$ cat config.mk
export PLATFORM = sky130hd
export DESIGN_NAME = btot_front
export DESIGN_NICKNAME = d
export VERILOG_FILES = /design/src/sv/assert_macros.svh /design/src/sv/btot_pkg.sv /design/src/sv/btot_front.sv
export SDC_FILE = /design/constraint.sdc
export NUM_CORES = 1
export LEC_CHECK = 0
export BUFFER_PORTS_ARGS = -buffer_cell sky130_fd_sc_hd__clkbuf_2
export CELL_PAD_IN_SITES_DETAIL_PLACEMENT = 0
export CELL_PAD_IN_SITES_GLOBAL_PLACEMENT = 1
export CORE_AREA = 2 2 288 290
export DETAILED_ROUTE_END_ITERATION = 10
export DIE_AREA = 0 0 290 292
export GPL_TIMING_DRIVEN = 1
export MAX_ROUTING_LAYER = met4
export PLACE_DENSITY = 0.71
export RECOVER_POWER = 50
export REMOVE_ABC_BUFFERS = 1
export SYNTH_ARGS = -nofsm -noshare
export SYNTH_HDL_FRONTEND = slang
export SYNTH_SLANG_ARGS = --single-unit
$ cat constraint.sdc
create_clock -name clk -period 11.9 [get_ports clk]
set_input_delay 0.595 -clock clk [delete_from_list [all_inputs] [get_ports clk]]
set_output_delay 0.595 -clock clk [all_outputs]
set_load 0.05 [all_outputs]
$ cat src/sv/assert_macros.svh
// ----------------------------------------------------------------------------
// Assertion macros
// Concurrent assertion macros for the box/triangle overlap test unit.
// ----------------------------------------------------------------------------
`ifndef ASSERT_MACROS_SVH
`define ASSERT_MACROS_SVH
`ifndef SYNTHESIS
`define BTOT_ASSERT_IMPL(label, ante, cons) \
	label: assert property (@(posedge clk) disable iff (!arst_n) (ante) |-> (cons)) \
		else $error("assertion failed");
`define BTOT_ASSERT_NEXT(label, ante, cons) \
	label: assert property (@(posedge clk) disable iff (!arst_n) (ante) |=> (cons)) \
		else $error("assertion failed");
`else
`define BTOT_ASSERT_IMPL(label, ante, cons)
`define BTOT_ASSERT_NEXT(label, ante, cons)
`endif
`endif

$ cat src/sv/btot_pkg.sv
// ----------------------------------------------------------------------------
// Box/triangle overlap test package
// Field type and point ordering shared by the pipeline modules.
// ----------------------------------------------------------------------------
package btot_pkg;

	localparam int FIELD_W = 48;
	localparam int NUM_PTS = 5;

	// Point order inside the pipeline.
	localparam int PT_LO = 0;
	localparam int PT_HI = 1;
	localparam int PT_A  = 2;
	localparam int PT_B  = 3;
	localparam int PT_C  = 4;

	typedef logic [FIELD_W-1:0] field_t;

endpackage

$ cat src/sv/btot_front.sv
// ----------------------------------------------------------------------------
// Front stage
// Unpacks the coordinates, forms the triangle edges and runs the bounding
// box check against the box.
// ----------------------------------------------------------------------------
module btot_front #(
	parameter int COORD_BITS = 16
) (
	input  logic                         clk,
	input  logic                         en,
	input  btot_pkg::field_t             fields [btot_pkg::NUM_PTS],
	output logic signed [COORD_BITS-1:0] pts_s1 [btot_pkg::NUM_PTS][3],
	output logic signed [COORD_BITS:0]   u_s1 [3],
	output logic signed [COORD_BITS:0]   v_s1 [3],
	output logic signed [COORD_BITS:0]   e_s1 [3][3],
	output logic                         bbox_ok_s1
);
	import btot_pkg::*;

	localparam int C  = COORD_BITS;
	localparam int PW = (3 * C > FIELD_W) ? 3 * C : FIELD_W;
	localparam int DW = C + 1;

	logic [PW-1:0]             pad [NUM_PTS];
	logic signed [C-1:0]       comp [NUM_PTS][3];
	logic signed [DW-1:0]      da [3], db [3], dc [3];
	logic                      bbox_ok;

	always_comb begin
		logic signed [C-1:0] mn, mx;
		for (int p = 0; p < NUM_PTS; p++) begin
			pad[p] = PW'(fields[p]);
			for (int k = 0; k < 3; k++) begin
				comp[p][k] = pad[p][k*C +: C];
			end
		end
		bbox_ok = 1'b1;
		for (int k = 0; k < 3; k++) begin
			da[k] = DW'(comp[PT_A][k]);
			db[k] = DW'(comp[PT_B][k]);
			dc[k] = DW'(comp[PT_C][k]);
			mn = comp[PT_A][k];
			mx = comp[PT_A][k];
			if (comp[PT_B][k] < mn) mn = comp[PT_B][k];
			if (comp[PT_C][k] < mn) mn = comp[PT_C][k];
			if (comp[PT_B][k] > mx) mx = comp[PT_B][k];
			if (comp[PT_C][k] > mx) mx = comp[PT_C][k];
			if (comp[PT_HI][k] < mn || comp[PT_LO][k] > mx) bbox_ok = 1'b0;
		end
	end

	always_ff @(posedge clk) begin
		if (en) begin
			pts_s1     <= comp;
			bbox_ok_s1 <= bbox_ok;
			for (int k = 0; k < 3; k++) begin
				u_s1[k]    <= db[k] - da[k];
				v_s1[k]    <= dc[k] - da[k];
				e_s1[0][k] <= da[k] - db[k];
				e_s1[1][k] <= db[k] - dc[k];
				e_s1[2][k] <= dc[k] - da[k];
			end
		end
	end

endmodule

==> out/metrics.cfg <==
[outcome]
outcome = complete, but fails checks
violations = capacitance limit, slew limit

[floorplanning]
fp.dieH_um = 292
initial_utilization = 0.360
fp-row-count = 105
die_area_um2 = 84700
core-area_um2 = 81600
die_w_um = 290
num_io_pins = 738

[sta]
hold_violations = 0
rsz0062_at_grt = false
fin_crit_sh = 0.691
max_freq_mhz = 122
relSlewSlack = -3.09
maxSlewViolCount = 277
setup_tns_ns = 0
setup-violations-final = 0
worstMarginPinSlew_ns = 6.13
fin_crit_ns = 8.22

[final_layout]
nets = 3977
area_growth_pct = 18.7
layout_commonest_cell = clkbuf_1
drive_above_1_share = 0.130
layout_common_cells = clkbuf_1, edfxtp_1, ha_1, inv_1, clkbuf_2

[logic_synthesis]
synth_ff_type = edfxtp_1
seq_area_frac_synth = 0.452
syn_area_per_cell_um2 = 11.1
syn_area_um2 = 29400
ys_types = 78
ys_seq_elements = 442
netlist_instances = 2651
yosysWarnings = 0
synth_async_sr_flop_share = 0
synth_edf_count = 442

[critical_path]
cp_slowest_cell = clkbuf_1
end_kind = flop
cp-start-kind = primary input
worstPathArrival_ns = 8.34
critical-path-top-delay-family = buffers and inverters
critPathRequiredTime_ns = 12.02
cpPeakStageDelay_ns = 4.20
critical_path_buf_inv_count = 2
worstPathMaxFanout = 162
crit_chain = clkbuf_1 -> clkbuf_2
path_class = primary input to flop

[global_routing]
grt_pass1_wl_um = 146000
grt_pass1_vias = 22300
grt-ovfl-total = 0
grt_start_max_net_pins = 163
track_usage = 0.237
antenna_found_initial = 6

[route]
routed_wl_um = 101000
ant_nets = 0
vias = 23000
drt-initial-drc-count = 1569
drc_errors = 0
dr.pass1.iters = 7
vias_per_cell = 5.15
post_drt_wl_per_cell_um = 22.6

[place]
globalplace.congestion = 0.949
io_buffers = 737
post-dp-hpwl_um = 82600

[clocking]
hold_buffers = 0
cts_buffer_depth = 3
htreeDepth = 2
numCtsBuffers = 52
path_clk_slew_ns = 0.06
post_cts_buffers = 0
clockRootBuffer = clkbuf_16
clock-sinks = 442
cts_tree = done
cts_resized = 0

[power]
peakVddDrop_uv = 125
powerDensity_nw_per_um2 = 167
leakage_nw = 14.8
power.total_w = 0.00582

[run]
maxCapViolations = 2

[worst_hold_path]
hold_path_class = primary input to flop

## synthesized netlist by cell type, types with 7 or more instances
library cell  number  share of area
xor2_1            42          0.013
o21bai_1           7         0.0018
nand3b_1          11         0.0028
nor4_1            10         0.0021
xnor2_1           83          0.025
edfxtp_1         442           0.45
nand4_1           43         0.0092
a21boi_0          23         0.0059
nor3_1            74          0.013
mux2_4            10         0.0051
inv_1            236          0.030
fa_1              12         0.0082
a221oi_1          10         0.0030
buf_4             58          0.015
o2111ai_1          8         0.0024
a211oi_1          15         0.0038
nor2b_1           63          0.013
a2111oi_0          8         0.0024
nand3_1           50         0.0085
mux2_2            84          0.032
and3_1            14         0.0030
o21a_1            34         0.0087
o21ai_0          106          0.018
and2_1            14         0.0030
a21oi_1          162          0.028
or3_1             20         0.0043
ha_1             381           0.16
a31oi_1           12         0.0026
mux2i_1           50          0.017
nand2_1          122          0.016
nor2_1           180          0.023
buf_2             14         0.0024
a41oi_1            8         0.0024
a21o_1            74          0.019
or2_2              7         0.0015
clkbuf_1          32         0.0041
a211o_1            7         0.0021
nand2b_1          23         0.0049
o211ai_1          11         0.0028
o31ai_1            8         0.0020
## area by class of cell
| class | instances | area (um2) |
|---|---|---|
| diodes | 5 | 12.5 |
| fillers | 8116 | 46700 |
| repair buffers | 750 | 3150 |
| well taps | 1070 | 1340 |
| inverters | 237 | 890 |
| multi-input cells | 1859 | 14500 |
| clock buffers | 63 | 1360 |
| flip-flops and latches | 442 | 13300 |
| clock inverters | 31 | 333 |
## per-stage QoR
stage           util  instance area [um2]  std cells  setup WS (ns)  hold slack (ns)
2_1_floorplan      -                28700       2538           4.24            0.694
3_3_place_gp   0.415                33800       4358           3.56            0.800
3_5_place_dp   0.415                33800       4358           3.55            0.800
4_1_cts        0.436                35500       4452           4.19            0.153
5_1_grt        0.428                34900       4456           2.91            0.204
6_report       0.428                34900       4457           3.68            0.222
## worst paths after layout
check | startpoint | endpoint | cells past startpoint | slack [ns]
worst max-delay path | en | e_s1[100] | 2 | 3.68
worst min-delay path | fields[236] | pts_s1[204] | 1 | 0.22
## kinds of logic (layout without fill, tap and decap cells)
group                    count (synthesis)  in the layout  synth area share
adder cells (fa/ha/maj)                393            393             0.170
flip-flops                             442            442             0.452
multiplexers                           144            144            0.0543
buffers and inverters                  350           1081            0.0544
XOR/XNOR                               125            125            0.0372
AND/OR/NAND/NOR                        643            643             0.107
AO/OA/AOI/OAI                          554            554             0.125
other                                    0              5                 0
## layer usage
layer,routed length [um],part of all wire,vias to the layer above,track usage
met2,49100,0.49,742,0.398
li1,-,-,11100,-
met4,2100,0.021,0,0.0494
met5,0,0,-,-
met3,5540,0.055,110,0.0331
met1,44200,0.44,11000,0.305
## power breakdown
part / internal, W / total, W / switching, W
Combinational: 0.000619 / 0.00218 / 0.00156
Clock: 0.000946 / 0.00162 / 0.000679
Sequential: 0.00194 / 0.00201 / 0.0000670
## state kept, by name, indices dropped and copies added (netlist names)
signal      flops
u_s1           51
e_s1          150
bbox_ok_s1      1
pts_s1        240
Power figures use the tool's default switching activity.
